File: src/bss_pkg.sv
// ----------------------------------------------------------------------------
// bss_pkg
// Shared types, constants and helpers for the binary search step counter.
// ----------------------------------------------------------------------------
package bss_pkg;

   // table geometry
   localparam int TABLE_DEPTH = 16384;
   localparam int ADDR_W      = $clog2(TABLE_DEPTH);

   // field widths fixed by the item format
   localparam int IDX_W  = 14;
   localparam int DATA_W = 32;
   localparam int CNT_W  = 5;

   // item command codes
   typedef enum logic [0:0] {
      CMD_WRITE  = 1'b0,
      CMD_SEARCH = 1'b1
   } cmd_type;

   // search sequencer states
   typedef enum logic [2:0] {
      ST_IDLE,
      ST_PROBE,
      ST_CMP_MID,
      ST_CMP_LO,
      ST_CMP_HI
   } state_type;

   // input beat
   typedef struct packed {
      cmd_type            cmd;
      logic [IDX_W-1:0]   entry_index;
      logic signed [DATA_W-1:0] value;
      logic [IDX_W-1:0]   from_index;
      logic [IDX_W-1:0]   to_index;
   } req_type;

   // result beat
   typedef struct packed {
      logic             found;
      logic [CNT_W-1:0] probe_count;
   } rsp_type;

   // table index to memory address
   function automatic logic [ADDR_W-1:0] to_addr(input logic [IDX_W-1:0] idx);
      return ADDR_W'(idx);
   endfunction

   // index lies inside the table
   function automatic logic in_table(input logic [IDX_W-1:0] idx);
      return (32'(idx) < TABLE_DEPTH);
   endfunction

endpackage

File: src/bss_search.sv
// ----------------------------------------------------------------------------
// bss_search
// Search sequencer: walks the range with one shared key comparator, one
// table read per step, and counts midpoint probes.
// ----------------------------------------------------------------------------
module bss_search (
   input  logic                              clock,
   input  logic                              reset,
   input  logic                              go,
   input  logic signed [bss_pkg::DATA_W-1:0] key,
   input  logic [bss_pkg::IDX_W-1:0]         from_index,
   input  logic [bss_pkg::IDX_W-1:0]         to_index,
   input  logic signed [bss_pkg::DATA_W-1:0] rd_data,
   output logic [bss_pkg::ADDR_W-1:0]        rd_addr,
   output logic                              busy,
   output logic                              rsp_strobe,
   output bss_pkg::rsp_type                  rsp_data
);

   bss_pkg::state_type                state_ff, state_in;
   logic [bss_pkg::IDX_W-1:0]         lo_ff, lo_in;
   logic [bss_pkg::IDX_W-1:0]         hi_ff, hi_in;
   logic signed [bss_pkg::DATA_W-1:0] key_ff, key_in;
   logic [bss_pkg::CNT_W-1:0]         cnt_ff, cnt_in;
   logic                              strobe_ff, strobe_in;
   bss_pkg::rsp_type                  rsp_ff, rsp_in;

   logic [bss_pkg::IDX_W:0]           sum;
   logic [bss_pkg::IDX_W-1:0]         mid;
   logic [bss_pkg::IDX_W:0]           span;
   logic                              span_gt1;
   logic                              key_eq;
   logic                              key_gt;

   // midpoint and range distance
   assign sum      = {1'b0, lo_ff} + {1'b0, hi_ff};
   assign mid      = sum[bss_pkg::IDX_W:1];
   assign span     = {1'b0, hi_ff} - {1'b0, lo_ff};
   assign span_gt1 = !span[bss_pkg::IDX_W] && (span[bss_pkg::IDX_W-1:1] != '0);

   // shared key comparator
   assign key_eq = (key_ff == rd_data);
   assign key_gt = (key_ff > rd_data);

   // next state
   always_comb begin
      state_in = state_ff;
      case (state_ff)
         bss_pkg::ST_IDLE: begin
            if (go) state_in = bss_pkg::ST_PROBE;
         end
         bss_pkg::ST_PROBE: begin
            state_in = bss_pkg::ST_CMP_MID;
         end
         bss_pkg::ST_CMP_MID: begin
            if (key_eq)        state_in = bss_pkg::ST_IDLE;
            else if (span_gt1) state_in = bss_pkg::ST_PROBE;
            else               state_in = bss_pkg::ST_CMP_LO;
         end
         bss_pkg::ST_CMP_LO: begin
            if (key_eq) state_in = bss_pkg::ST_IDLE;
            else        state_in = bss_pkg::ST_CMP_HI;
         end
         bss_pkg::ST_CMP_HI: begin
            state_in = bss_pkg::ST_IDLE;
         end
         default: begin
            state_in = bss_pkg::ST_IDLE;
         end
      endcase
   end

   // outputs and datapath updates
   always_comb begin
      lo_in     = lo_ff;
      hi_in     = hi_ff;
      key_in    = key_ff;
      cnt_in    = cnt_ff;
      strobe_in = 1'b0;
      rsp_in    = rsp_ff;
      rd_addr   = bss_pkg::to_addr(mid);
      case (state_ff)
         bss_pkg::ST_IDLE: begin
            if (go) begin
               lo_in  = from_index;
               hi_in  = to_index;
               key_in = key;
               cnt_in = '0;
            end
         end
         bss_pkg::ST_PROBE: begin
            rd_addr = bss_pkg::to_addr(mid);
         end
         bss_pkg::ST_CMP_MID: begin
            // endpoint lo is read next if the range is down to two entries or fewer, or reversed
            rd_addr = bss_pkg::to_addr(lo_ff);
            cnt_in  = cnt_ff + 1'b1;
            if (key_eq) begin
               strobe_in         = 1'b1;
               rsp_in.found       = 1'b1;
               rsp_in.probe_count = cnt_ff + 1'b1;
            end else if (span_gt1) begin
               if (key_gt) lo_in = mid;
               else        hi_in = mid;
            end
         end
         bss_pkg::ST_CMP_LO: begin
            rd_addr = bss_pkg::to_addr(hi_ff);
            if (key_eq) begin
               strobe_in         = 1'b1;
               rsp_in.found       = 1'b1;
               rsp_in.probe_count = cnt_ff;
            end
         end
         bss_pkg::ST_CMP_HI: begin
            rd_addr            = bss_pkg::to_addr(hi_ff);
            strobe_in          = 1'b1;
            rsp_in.found       = key_eq;
            rsp_in.probe_count = cnt_ff;
         end
         default: begin
            strobe_in = 1'b0;
         end
      endcase
   end

   // control registers
   always_ff @(posedge clock) begin
      if (reset) begin
         state_ff  <= bss_pkg::ST_IDLE;
         strobe_ff <= 1'b0;
      end else begin
         state_ff  <= state_in;
         strobe_ff <= strobe_in;
      end
   end

   // payload registers
   always_ff @(posedge clock) begin
      lo_ff  <= lo_in;
      hi_ff  <= hi_in;
      key_ff <= key_in;
      cnt_ff <= cnt_in;
      rsp_ff <= rsp_in;
   end

   assign busy       = (state_ff != bss_pkg::ST_IDLE);
   assign rsp_strobe = strobe_ff;
   assign rsp_data   = rsp_ff;

   // result strobe lasts a single cycle
   a_strobe_single: assert property (@(posedge clock) disable iff (reset)
      strobe_ff |=> !strobe_ff)
      else $error("result strobe held for more than one cycle");

   // every result reports at least one probe
   a_probe_nonzero: assert property (@(posedge clock) disable iff (reset)
      strobe_ff |-> (rsp_ff.probe_count != '0))
      else $error("result with zero probes");

   // a midpoint compare always follows a probe read
   a_cmp_after_probe: assert property (@(posedge clock) disable iff (reset)
      (state_ff == bss_pkg::ST_CMP_MID) |-> ($past(state_ff) == bss_pkg::ST_PROBE))
      else $error("midpoint compare without probe read");

   // a result only comes out of a compare step
   a_strobe_source: assert property (@(posedge clock) disable iff (reset)
      strobe_ff |-> ($past(state_ff) == bss_pkg::ST_CMP_MID ||
                     $past(state_ff) == bss_pkg::ST_CMP_LO ||
                     $past(state_ff) == bss_pkg::ST_CMP_HI))
      else $error("result strobe outside a compare step");

endmodule

File: config.mk
export PLATFORM = sky130hd
export DESIGN_NAME = bss_search
export DESIGN_NICKNAME = d
export VERILOG_FILES = /design/src/bss_pkg.sv /design/src/bss_search.sv
export SDC_FILE = /design/constraint.sdc
export NUM_CORES = 1
export LEC_CHECK = 0
export BUFFER_PORTS_ARGS = -buffer_cell sky130_fd_sc_hd__buf_2
export CAP_MARGIN = 30
export CORE_ASPECT_RATIO = 0.7
export CORE_MARGIN = 5
export CORE_UTILIZATION = 35
export CTS_CLUSTER_SIZE = 24
export DETAILED_ROUTE_END_ITERATION = 6
export GPL_ROUTABILITY_DRIVEN = 0
export HOLD_SLACK_MARGIN = 0.02
export SLEW_MARGIN = 10
export SYNTH_ARGS = -nofsm -noshare
export SYNTH_HDL_FRONTEND = slang
export SYNTH_SLANG_ARGS = --single-unit
export TNS_END_PERCENT = 20
File: constraint.sdc
create_clock -name clock -period 4.17 [get_ports clock]
set_clock_uncertainty 0.05 [all_clocks]
set_input_delay 0.6255 -clock clock [delete_from_list [all_inputs] [get_ports clock]]
set_output_delay 0.6255 -clock clock [all_outputs]
set_load 0.02 [all_outputs]
==> metrics.md, run 1 <==
| Metric | Value |
|---|---|
| Run status | `completed` |
| Max-Slew Margin vs Limit | `44.0%` |
| Crit path time final | `4.00 ns` |
| Via count | `4880` |
| WL/cell | `17.5 um` |
| Filler cells | `1523` |
| Chip Height | `116 um` |
| Area after DPL | `6410 um2` |
| Path type of the worst setup path | `reg2out` |
| Final Power | `3.02 mW` |
| Die width | `161 um` |
| DP HPWL | `12400 um` |
| Seq/Total Area, Yosys | `39.4%` |
| TritonCTS clock tree | `yes` |
| Post-route ant nets | `0` |
| Sum Neg Setup Slack | `0 ns` |
| Max Slew Vio Count | `0` |
| First-pass GRT wire length | `25200 um` |
| Critical path's largest stage delay | `0.44 ns` |
| Worst hold-check path type | `in2reg` |
| I/O pins | `117` |
| Worst path slowest cell | `ha_2` |
| Total Wirelength | `16000 um` |
| Leakage power | `2.99 nW` |
| Startpoint class of the critical path | `flop` |
| Synthesized instance count | `593` |
| Clk sinks | `75` |
| Initial antenna violation count | `0` |
| Core region area | `15600 um2` |
| Total Die Area | `18700 um2` |
| Pwr dens | `448 nW/um2` |
| Vias/cell | `5.35` |
| Critical path, cell by cell | `ha_2, and4bb_2, o31ai_4, nand3_2, a31oi_1, mux2i_1, nand2_1, a211o_1, a221oi_2, buf_2` |
| Clock Path Buffers | `2` |
| Synth async-reset ratio | `0%` |
| Final count of hold timing violations | `0` |
| Maxcap violations | `0` |
| CTS buffer count | `9` |
| # rows | `38` |
| Clk slew on worst S/H paths | `0.06 ns` |
| Netlist Area Pre-Place | `5610 um2` |
| CTS root buf | `clkbuf_16` |
| Avg Inst Size Synth | `9.46 um2` |
| # hold bufs at CTS | `0` |
| RSZ-0062 raised after global routing | `no` |
| Number of cells after detailed placement | `896` |
| Ys flop type | `edfxtp_1` |
| Share of cells above drive strength 1 | `22.8%` |
| WP data arrival | `3.33 ns` |
| Grt total ovfl | `0` |
| DRC | `0` |
| Tcrit/Tclk final | `96.0%` |
| Slew @ Worst Pin | `0.840 ns` |
| Critical Path End Type | `output port` |
| Mapped Nets | `749` |
| Final #Nets | `863` |
| Largest net degree at the start of global routing | `42` |
| Tot GR Track Use | `17.2%` |
| Number of enable flip-flop cells after synthesis | `71` |
| CP required | `3.49 ns` |
| Pre-antenna DRT Iters | `5` |
| Starting DRT DRC Count | `283` |
| Maximum vdd drop | `0.213 mV` |
| Vias in the first global route | `4888` |
| Finished Core Util | `43.2%` |
| CP max FO | `8` |
| Yosys reg bits | `75` |
| IO buf count | `116` |
| Cell variety after synth | `62` |
| Post-Layout Cell Count | `912` |
| Number of diodes | `0` |
| Clk_lat worst skew | `0.35 ns` |
| Final Cell Area | `6740 um2` |
| Final Setup Violations | `0` |
| Ys Warns | `0` |
| Area grow syn2layout | `20.1%` |
| Initial core utilization | `36.0%` |
| Maximum clock frequency | `250 MHz` |
| H-tree Lvls | `3` |
-- logic make-up after synthesis --
| logic type | synth area share [%] |
|---|---|
| compound gates | 22.1 |
| simple gates | 14.0 |
| buf+inv | 6.13 |
| flops | 39.4 |
| fa+ha+maj | 13.9 |
| xor+xnor | 3.59 |
| mux | 0.915 |
-- repair_timing --
action / 4_1_cts / 5_1_grt
gates resized for setup: 2 / 4
cloned: 0 / 0
pin swaps: 0 / 0
setup endpoints to repair: 1 / 1
setup buffers: 0 / 0
-- cells in the mapped netlist, drive strengths merged, types with 4 or more instances --
| library cell | count | area (um2) |
|---|---|---|
| a31oi | 5 | 31.3 |
| nand2b | 7 | 43.8 |
| a22oi | 9 | 72.6 |
| o21ai | 30 | 150 |
| clkbuf | 16 | 60.1 |
| and3 | 6 | 37.5 |
| o21bai | 7 | 52.6 |
| nor4 | 4 | 25.0 |
| a22o | 7 | 61.3 |
| nand2 | 44 | 165 |
| nand3 | 7 | 35.0 |
| a21oi | 47 | 235 |
| mux2i | 4 | 40.0 |
| nor2b | 6 | 45.0 |
| xnor2 | 16 | 140 |
| nor2 | 54 | 203 |
| nand4 | 8 | 50.1 |
| a221o | 4 | 40.0 |
| o21a | 28 | 210 |
| a221oi | 5 | 43.8 |
| dfxtp | 4 | 80.1 |
| buf | 9 | 62.6 |
| inv | 59 | 221 |
| or2 | 4 | 25.0 |
| o31a | 6 | 53.8 |
| ha | 59 | 738 |
| nor3 | 12 | 60.1 |
| edfxtp | 71 | 2130 |
| a21o | 8 | 60.1 |
| xor2 | 7 | 61.3 |
-- through the flow --
stage	setup WS (ns)	hold slack, ns
2_1_floorplan	0.640	0.529
3_3_place_gp	0.356	0.555
3_5_place_dp	0.293	0.561
4_1_cts	0.0194	0.385
5_1_grt	0.00450	0.386
6_report	0.167	0.401
-- placed cells by master, fill, tap and decap left out, types with 5 or more instances in the layout --
| cell type | netlist | layout |
|---|---|---|
| nand2_1 | 44 | 44 |
| o31a_1 | 5 | 5 |
| xnor2_1 | 16 | 16 |
| o21a_1 | 28 | 28 |
| nor2b_1 | 5 | 5 |
| and3_1 | 6 | 6 |
| inv_1 | 59 | 59 |
| nand3_1 | 7 | 6 |
| a31oi_1 | 5 | 5 |
| ha_1 | 59 | 57 |
| edfxtp_1 | 71 | 71 |
| nor2_1 | 54 | 54 |
| a22o_1 | 7 | 7 |
| a21oi_1 | 47 | 47 |
| nor3_1 | 12 | 11 |
| o21bai_1 | 7 | 7 |
| buf_2 | 2 | 116 |
| a22oi_1 | 8 | 8 |
| buf_4 | 3 | 12 |
| clkbuf_16 | 0 | 9 |
| nand4_1 | 8 | 8 |
| nand2b_1 | 7 | 7 |
| o21ai_0 | 30 | 30 |
| a21o_1 | 8 | 8 |
| xor2_1 | 7 | 7 |
-- registers in the layout, summed over array words and instances (netlist names) --
| register | count |
|---|---|
| hi_ff | 14 |
| state_ff | 3 |
| lo_ff | 14 |
| rsp_data | 6 |
| key_ff | 32 |
| rsp_strobe | 1 |
| cnt_ff | 5 |
-- power by group --
part	total (mW)	internal [mW]	switching, mW
combinational	1.24	0.486	0.757
sequential	0.991	0.932	0.0596
clock	0.784	0.464	0.320
-- layout make-up --
| type | count | area (um2) | share of cell area [%] |
|---|---|---|---|
| multi-input combinational | 434 | 3090 | 45.8 |
| sequential | 75 | 2210 | 32.8 |
| clock buffer | 10 | 229 | 3.40 |
| tap | 200 | 250 | 3.71 |
| timing repair buffer | 128 | 671 | 9.96 |
| clock inverter | 6 | 65.1 | 0.966 |
| inverter | 59 | 221 | 3.29 |
-- path summary, 6_finish.rpt --
path              startpoint           to  slack (ns)  cells past startpoint
setup / recovery    hi_ff[2]  rd_addr[12]        0.17                     10
hold / removal       key[17]   key_ff[17]        0.40                      1
setup reg to reg    hi_ff[0]    lo_ff[11]        0.41                     10
hold reg to reg    cnt_ff[4]  rsp_data[4]        0.58                      1
-- metal layers --
metal | GRT usage, % | part of all wire [%] | vias to the layer above
met3 | 3.80 | 6.2 | 26
met1 | 24.7 | 49 | 2301
met4 | 6.42 | 2.5 | 0
li1 | - | - | 2396
met5 | 0 | 0 | -
met2 | 25.4 | 42 | 157
-- critical path: cells and delay by family, from the launching register on --
kind	cells	cell delay [ns]
adders and majority gates	1	0.44
and+or+nand+nor	3	0.58
muxes	1	0.26
AOI/OAI and AO/OA	4	1.06
buffers and inverters	1	0.22
DFF	1	0.43
No activity file was read; power rests on OpenSTA's default activity.
==> inputs of run 2 (changes only) <==
- ABC_AREA: not set -> 1
- CORE_UTILIZATION: 35 -> 29
==> run 2 against run 1 <==
Worst hold slack is essentially flat; register-to-register slack gained 0.69 ns; die area grew 16%; setup slack gained 0.62 ns; critical path type unchanged.
==> metrics.md, run 2 <==
| Metric | Value |
|---|---|
| CP required | `3.49 ns (about the same)` |
| Vias/cell | `4.51 (-16%)` |
| Pwr dens | `461 nW/um2 (+3.0%)` |
| Multi-input gate area | `2730 um2 (-12%)` |
| Ys flop type | `edfxtp_1` |
| R2R Path End | `lo_ff[12]` |
| Worst path depth | `14 (+4)` |
| Final count of hold timing violations | `0 (unchanged)` |
| WL/cell | `13.7 um (-21%)` |
| Reg2reg start | `lo_ff[7]` |
| DRC | `0 (unchanged)` |
| Clk_lat worst skew | `0.35 ns (about the same)` |
| Synth async-reset ratio | `0% (unchanged)` |
| RSZ-0062 raised after global routing | `no` |
| Chip Height | `125 um (+7.7%)` |
| Cell family with most CP delay | `simple AND/OR/NAND/NOR gates` |
| Filler cells | `1992 (+31%)` |
| Worst Reg2Reg Path Length in Cells | `14 (+4)` |
| Largest net degree at the start of global routing | `36 (-14%)` |
| Leakage power | `3.44 nW (+15%)` |
| Ys Warns | `0 (unchanged)` |
| Ranking of synthesized cells by area | `edfxtp_1 (39%), nand2_1 (15%), ha_1 (14%)` |
| Yosys reg bits | `75 (unchanged)` |
| I/O pins | `117 (unchanged)` |
| CTS root buf | `clkbuf_16` |
| Critical path, cell by cell | `inv_1, ha_1, inv_1, nand2_1, nor3_1, nand4_1, nand3_1, nand2_2, inv_2, o21ai_2, nand3_1, nand3_1, nand2_1, buf_2` |
| Vias in the first global route | `4658 (-4.7%)` |
| Via count | `4771 (-2.2%)` |
| Final #Nets | `966 (+12%)` |
| Int Pwr | `1.83 mW (-2.7%)` |
| Max reg flops | `32 (unchanged)` |
| Avg Inst Size Synth | `7.91 um2 (-16%)` |
| Run status | `completed` |
| CP max FO | `6 (-2)` |
| Maximum clock frequency | `296 MHz (+18%)` |
| Post CTS Setup Buffer Count | `0 (unchanged)` |
| Synthesized instance count | `691 (+17%)` |
| GR peak layer | `met2` |
| Clk slew on worst S/H paths | `0.07 ns (about the same)` |
| WP data arrival | `2.70 ns (-0.63 ns)` |
| Netlist Area Pre-Place | `5470 um2 (-2.6%)` |
| Final Power | `3.06 mW (+1.3%)` |
| Die width | `174 um (+7.9%)` |
| Cell variety after synth | `39 (-37%)` |
| Maxcap violations | `0 (unchanged)` |
| Worst setup endpoint | `rd_addr[12]` |
| Core region area | `18700 um2 (+20%)` |
| Critical Path End Type | `output port` |
| Synth top area share | `39.0% (+1.0 points)` |
| Critical path origin | `lo_ff[7]` |
| Met2 Track Usage GR | `20.3% (-5.1 points)` |
| Most common cell in the synthesized netlist | `nand2_1` |
| Tcrit/Tclk final | `81.1% (-15 points)` |
| Seq pwr share | `32.6% (-0.2 points)` |
| Reg2Reg Setup Slack | `1.10 ns (+0.69 ns)` |
| Initial core utilization | `29.2% (-6.8 points)` |
| Number of diodes | `0 (unchanged)` |
| Area leader, netlist | `edfxtp_1` |
| Commonest non-fill, non-tap cell in the layout | `nand2_1` |
| Largest registers | `key_ff x32, hi_ff x14, lo_ff x14` |
| Switching Power | `1.23 mW (+8.1%)` |
| Met3 usage | `4.52% (+0.72 points)` |
| Final Cell Area | `6630 um2 (-1.6%)` |
| Startpoint class of the critical path | `flop` |
| Max Slew Vio Count | `0 (unchanged)` |
| Critical path's largest stage delay | `0.42 ns (-0.02 ns)` |
| Maximum vdd drop | `0.258 mV (+21%)` |
| Starting DRT DRC Count | `346 (+22%)` |
| Slew @ Worst Pin | `0.680 ns (-0.160 ns)` |
| Finished Core Util | `35.4% (-7.7 points)` |
| Combinational group share of total power | `40.5% (-0.7 points)` |
| Path type of the worst setup path | `reg2out` |
| Tot GR Track Use | `13.5% (-3.7 points)` |
| CP bufs+invs | `4 (+3)` |
| Area after DPL | `6320 um2 (-1.4%)` |
| TritonCTS clock tree | `yes` |
| Worst hold-check path type | `in2reg` |
| Most common library cells after synthesis | `nand2_1 (222), inv_1 (117), edfxtp_1 (71)` |
| Total Wirelength | `14500 um (-8.9%)` |
| Critical path's most frequent cell | `nand3_1` |
| Final Setup Violations | `0 (unchanged)` |
| Number of enable flip-flop cells after synthesis | `71 (unchanged)` |
| Area grow syn2layout | `21.3%` |
| Count of cells resized by post-cts repair | `0 (-2)` |
| Reg area | `2210 um2 (unchanged)` |
| Post-route ant nets | `0 (unchanged)` |
| # rows | `42 (+11%)` |
| Grt total ovfl | `0 (unchanged)` |
| Total Die Area | `21700 um2 (+16%)` |
| Clk sinks | `75 (unchanged)` |
| Sum Neg Setup Slack | `0 ns (unchanged)` |
| Seq/Total Area, Yosys | `40.5% (+1.0 points)` |
| Max-Slew Margin vs Limit | `54.6% (+11 points)` |
| First-pass GRT wire length | `23500 um (-6.6%)` |
| IO buf count | `116 (unchanged)` |
| Pre-antenna DRT Iters | `6 (+1)` |
| Min-Delay Path Depth | `1 (unchanged)` |
| Clock Path Buffers | `2 (unchanged)` |
| H-tree Lvls | `3 (unchanged)` |
| Share of cells above drive strength 1 | `19.1% (-3.6 points)` |
| Mapped Nets | `847 (+13%)` |
| Switching Share | `40.2% (+2.5 points)` |
| Grt met1 use | `19.1% (-5.6 points)` |
| Initial antenna violation count | `2 (+2)` |
| Crit path time final | `3.38 ns (-0.623 ns)` |
| Largest Register | `key_ff` |
| DP HPWL | `11700 um (-5.2%)` |
| Worst path slowest cell | `ha_1` |
| CTS buffer count | `9 (unchanged)` |
| Clock share of power | `26.9% (+0.9 points)` |
| Most frequent cells in the layout | `nand2_1 (222), inv_1 (117), buf_2 (116), edfxtp_1 (71), ha_1 (59)` |
| # hold bufs at CTS | `0 (unchanged)` |
-- run 2: cell count changes in the layout (fill, tap and decap cells not counted), sizes merged, moves of 7 or more --
cell,before,now
o21ai,30,17
a21oi,47,34
xnor2,16,2
nor2,54,43
a21o,8,0
nand2b,7,0
nand2,44,226
a22o,7,0
o21a,28,2
nand3,7,37
inv,60,123
-- run 2: worst register-to-register path, cell delays in order (launching register included) --
cell and delay (ns):
edfxtp_1 0.37, inv_1 0.06, ha_1 0.42, nand2_1 0.16
inv_1 0.05, a21oi_1 0.19, nand3_1 0.17, nand2_1 0.13
nand2_1 0.06, nand2_1 0.06, nand2_1 0.05, nand3_1 0.10
nand3_1 0.11, o21ai_1 0.45, buf_4 0.31
-- run 2: worst min-delay path by stage --
stage / from / endpoint / slack [ns]
after floorplan: state_ff[0] / state_ff[2] / 0.42
after global placement: state_ff[0] / state_ff[1] / 0.46
after detailed placement: state_ff[0] / state_ff[1] / 0.47
after CTS: key[2] / key_ff[2] / 0.39
after global routing: key[12] / key_ff[12] / 0.38
final: key[22] / key_ff[22] / 0.40
-- run 2: stage by stage --
stage | std cells | setup WS (ns) | hold WS, ns
2_1_floorplan | 691 | 0.685 | 0.423
3_3_place_gp | 1041 | 1.06 | 0.462
3_5_place_dp | 1041 | 0.956 | 0.466
4_1_cts | 1057 | 0.842 | 0.386
5_1_grt | 1057 | 0.526 | 0.378
6_report | 1057 | 0.790 | 0.401
-- run 2: layout make-up --
| type | instances | share of cell area, % |
|---|---|---|
| Inverter | 121 | 6.85 |
| Timing Repair Buffer | 122 | 9.43 |
| Multi-Input combinational cell | 481 | 41.2 |
| Clock buffer | 9 | 3.40 |
| Tap cell | 242 | 4.57 |
| Sequential cell | 75 | 33.4 |
| Clock inverter | 7 | 1.25 |
-- run 2: power groups by stage --
stage          Clock (mW)  Combinational [mW]  Sequential [mW]
6_report            0.823                1.24            0.998
5_1_grt             0.875                1.40             1.01
4_1_cts             0.844                1.24            0.998
3_5_place_dp            0                1.23             1.01
3_3_place_gp            0                1.23             1.01
2_1_floorplan           0               0.853             1.01
-- run 2: kinds of logic (layout without fill, tap and decap cells) --
family / count (synthesis) / after routing / share of synthesized area (%)
and+or+nand+nor: 330 / 330 / 24.9
buffers and inverters: 135 / 259 / 9.68
AOI/OAI and AO/OA: 77 / 77 / 8.59
DFF: 75 / 75 / 40.5
adders and majority gates: 61 / 61 / 14.2
xor gates and xnor gates: 13 / 13 / 2.08
-- run 2: routing by layer --
layer  wire [um]  vias up
li1            -     2483
met1        7130     2111
met2        6140      160
met3        1140       13
met4          95        4
met5          21        -
==> inputs of run 3 (changes only) <==
- clock period: 4.17 -> 3 ns (I/O delays scaled with it)
==> run 3 against run 2 <==
The run now ends with setup timing left; global-route usage rose by 0.56 points; wire length rose by 8.1%; total power rose by 57%; core utilization rose by 4.4 points; design area rose by 12%; final cell count rose by 6.2%; combinational power rose by 77%; non-clock buffer count rose by 65; setup slack got worse by 0.85 ns; clock power rose by 49%; via count rose by 7.0%.
==> metrics.md, run 3 (synthesized netlist as in run 2, its figures left out) <==
| Metric | Value |
|---|---|
| Startpoint class of the critical path | `flop` |
| Clk_lat worst skew | `0.35 ns (about the same)` |
| WL/cell | `14.0 um (+1.8%)` |
| Maxcap violations | `0 (unchanged)` |
| Grt total ovfl | `0 (unchanged)` |
| Reg2reg start | `hi_ff[4]` |
| I/O pins | `117 (unchanged)` |
| Largest Register | `key_ff` |
| Largest net degree at the start of global routing | `33 (-8.3%)` |
| First-pass GRT wire length | `24400 um (+3.8%)` |
| Die width | `174 um (unchanged)` |
| TritonCTS clock tree | `yes` |
| Leakage power | `3.79 nW (+10%)` |
| Crit path time final | `3.06 ns` |
| Number of diodes | `0 (unchanged)` |
| DP HPWL | `12200 um (+4.5%)` |
| Final Setup Violations | `3 (+3)` |
| Finished Core Util | `39.9% (+4.4 points)` |
| Pwr dens | `645 nW/um2 (+40%)` |
| Post-route ant nets | `0 (unchanged)` |
| Final Cell Area | `7460 um2 (+12%)` |
| Total Wirelength | `15700 um (+8.1%)` |
| Initial core utilization | `29.2% (unchanged)` |
| Max reg flops | `32 (unchanged)` |
| Tcrit/Tclk final | `102%` |
| DRC | `0 (unchanged)` |
| Largest registers | `key_ff x32, hi_ff x14, lo_ff x14` |
| Vias/cell | `4.55 (+0.71%)` |
| Initial antenna violation count | `0 (-2)` |
| Most frequent cells in the layout | `nand2_1 (213), buf_2 (113), inv_1 (108), edfxtp_1 (71), buf_4 (70)` |
| CTS buffer count | `9 (unchanged)` |
| Starting DRT DRC Count | `371 (+7.2%)` |
| Worst hold-check path type | `in2reg` |
| Path type of the worst setup path | `reg2out` |
| Reg2Reg Setup Slack | `0.13 ns (-0.97 ns)` |
| Sum Neg Setup Slack | `-0.0868 ns (-0.0868 ns)` |
| Area grow syn2layout | `36.5%` |
| CP max FO | `4 (-2)` |
| Grt met1 use | `19.6% (+0.44 points)` |
| Max Slew Vio Count | `0 (unchanged)` |
| Maximum clock frequency | `327 MHz` |
| CP required | `2.50 ns (-0.99 ns)` |
| Chip Height | `125 um (unchanged)` |
| Share of cells above drive strength 1 | `30.4% (+11 points)` |
| Failing checks | `setup timing` |
| WP data arrival | `2.56 ns (-0.14 ns)` |
| Met3 usage | `4.64% (+0.12 points)` |
| Critical path origin | `lo_ff[7]` |
| Clk slew on worst S/H paths | `0.07 ns (about the same)` |
| Run status | `finished, violations left` |
| Met2 Track Usage GR | `20.7% (+0.41 points)` |
| CTS root buf | `clkbuf_16` |
| Multi-input gate area | `3000 um2 (+9.8%)` |
| Final #Nets | `1032 (+6.8%)` |
| Area after DPL | `6690 um2 (+5.9%)` |
| IO buf count | `116 (unchanged)` |
| Vias in the first global route | `4964 (+6.6%)` |
| Pre-antenna DRT Iters | `6 (unchanged)` |
| Reg area | `2210 um2 (unchanged)` |
| Critical Path End Type | `output port` |
| H-tree Lvls | `3 (unchanged)` |
| Max-Slew Margin vs Limit | `53.8% (-0.81 points)` |
| Clk sinks | `75 (unchanged)` |
| Core region area | `18700 um2 (unchanged)` |
| Commonest non-fill, non-tap cell in the layout | `nand2_1` |
| Worst Reg2Reg Path Length in Cells | `15 (+1)` |
| Final worst slack | `-0.0556 ns (-0.846 ns)` |
| Post-Place Worst Slack | `-0.133 ns (-1.09 ns)` |
| Via count | `5105 (+7.0%)` |
| Maximum vdd drop | `0.291 mV (+13%)` |
| Clock Path Buffers | `2 (unchanged)` |
| Slew @ Worst Pin | `0.691 ns (+0.0104 ns)` |
| # rows | `42 (unchanged)` |
| Filler cells | `1928 (-3.2%)` |
| GR peak layer | `met2` |
| Min-Delay Path Depth | `1 (unchanged)` |
| Final count of hold timing violations | `0 (unchanged)` |
| RSZ-0062 raised after global routing | `yes` |
| Worst Hold Launch | `key[11]` |
| Tot GR Track Use | `14.1% (+0.56 points)` |
| Total Die Area | `21700 um2 (unchanged)` |
==> run 3: cell count changes in the layout (fill, tap and decap cells not counted), moves of 4 or more <==
cell	before	now
nand3_1	36	32
a21oi_4	0	4
nand2_1	222	213
inv_2	3	9
inv_1	117	108
nand3_2	1	5
ha_1	59	50
ha_4	0	7
a21oi_1	31	25
nand2_2	4	12
buf_4	6	70
==> run 3: repair_timing <==
item,CTS,global route
hold buffers,0,0
pin swaps,2,18
resized for setup,25,42
cloned,0,1
buffers inserted,2,16
endpoints found under the setup margin,21,26
hold endpoints to repair,0,0
==> run 3: layer usage <==
metal / up-vias / part of all wire, %
met2: 168 / 43
met3: 20 / 6.8
li1: 2619 / -
met5: - / 0
met4: 0 / 1.7
met1: 2298 / 49
==> run 3: layout make-up <==
class	count	share of cell area (%)
Multi-Input combinational cell	481	40.2
Sequential cell	75	29.7
Tap cell	242	4.06
Timing Repair inverter	1	0.101
Inverter	121	6.24
Clock inverter	7	1.41
Timing Repair Buffer	187	15.3
Clock buffer	9	3.02
==> run 3: final timing paths <==
kind / end
setup reg to reg: hi_ff[13]
hold / removal: key_ff[11]
hold reg to reg: state_ff[2]
setup / recovery: rd_addr[12]
==> run 3: stage by stage <==
stage / hold slack (ns) / instances / total power, mW
global route: 0.205 / 1123 / 5.12
finish: 0.222 / 1123 / 4.81
floorplan: 0.423 / 691 / 2.59
global placement: 0.472 / 1088 / 3.28
CTS: 0.206 / 1106 / 4.63
detailed placement: 0.467 / 1088 / 3.29
==> run 3: power breakdown <==
group | switching [mW] | total (mW) | internal (mW)
registers | 0.0712 | 1.39 | 1.32
logic | 1.31 | 2.19 | 0.884
clock network | 0.488 | 1.23 | 0.744
==> run 3: worst max-delay path, stage by stage (launching register included) <==
cell and delay (ns):
edfxtp_1 0.38, inv_1 0.07, ha_2 0.31, buf_4 0.16
inv_2 0.10, nand2_1 0.11, nor3_4 0.16, nand4_1 0.19
nand3_2 0.13, nand2_2 0.08, inv_2 0.06, o21ai_2 0.06
nand3_1 0.11, nand3_2 0.09, nand2_2 0.08, buf_6 0.12
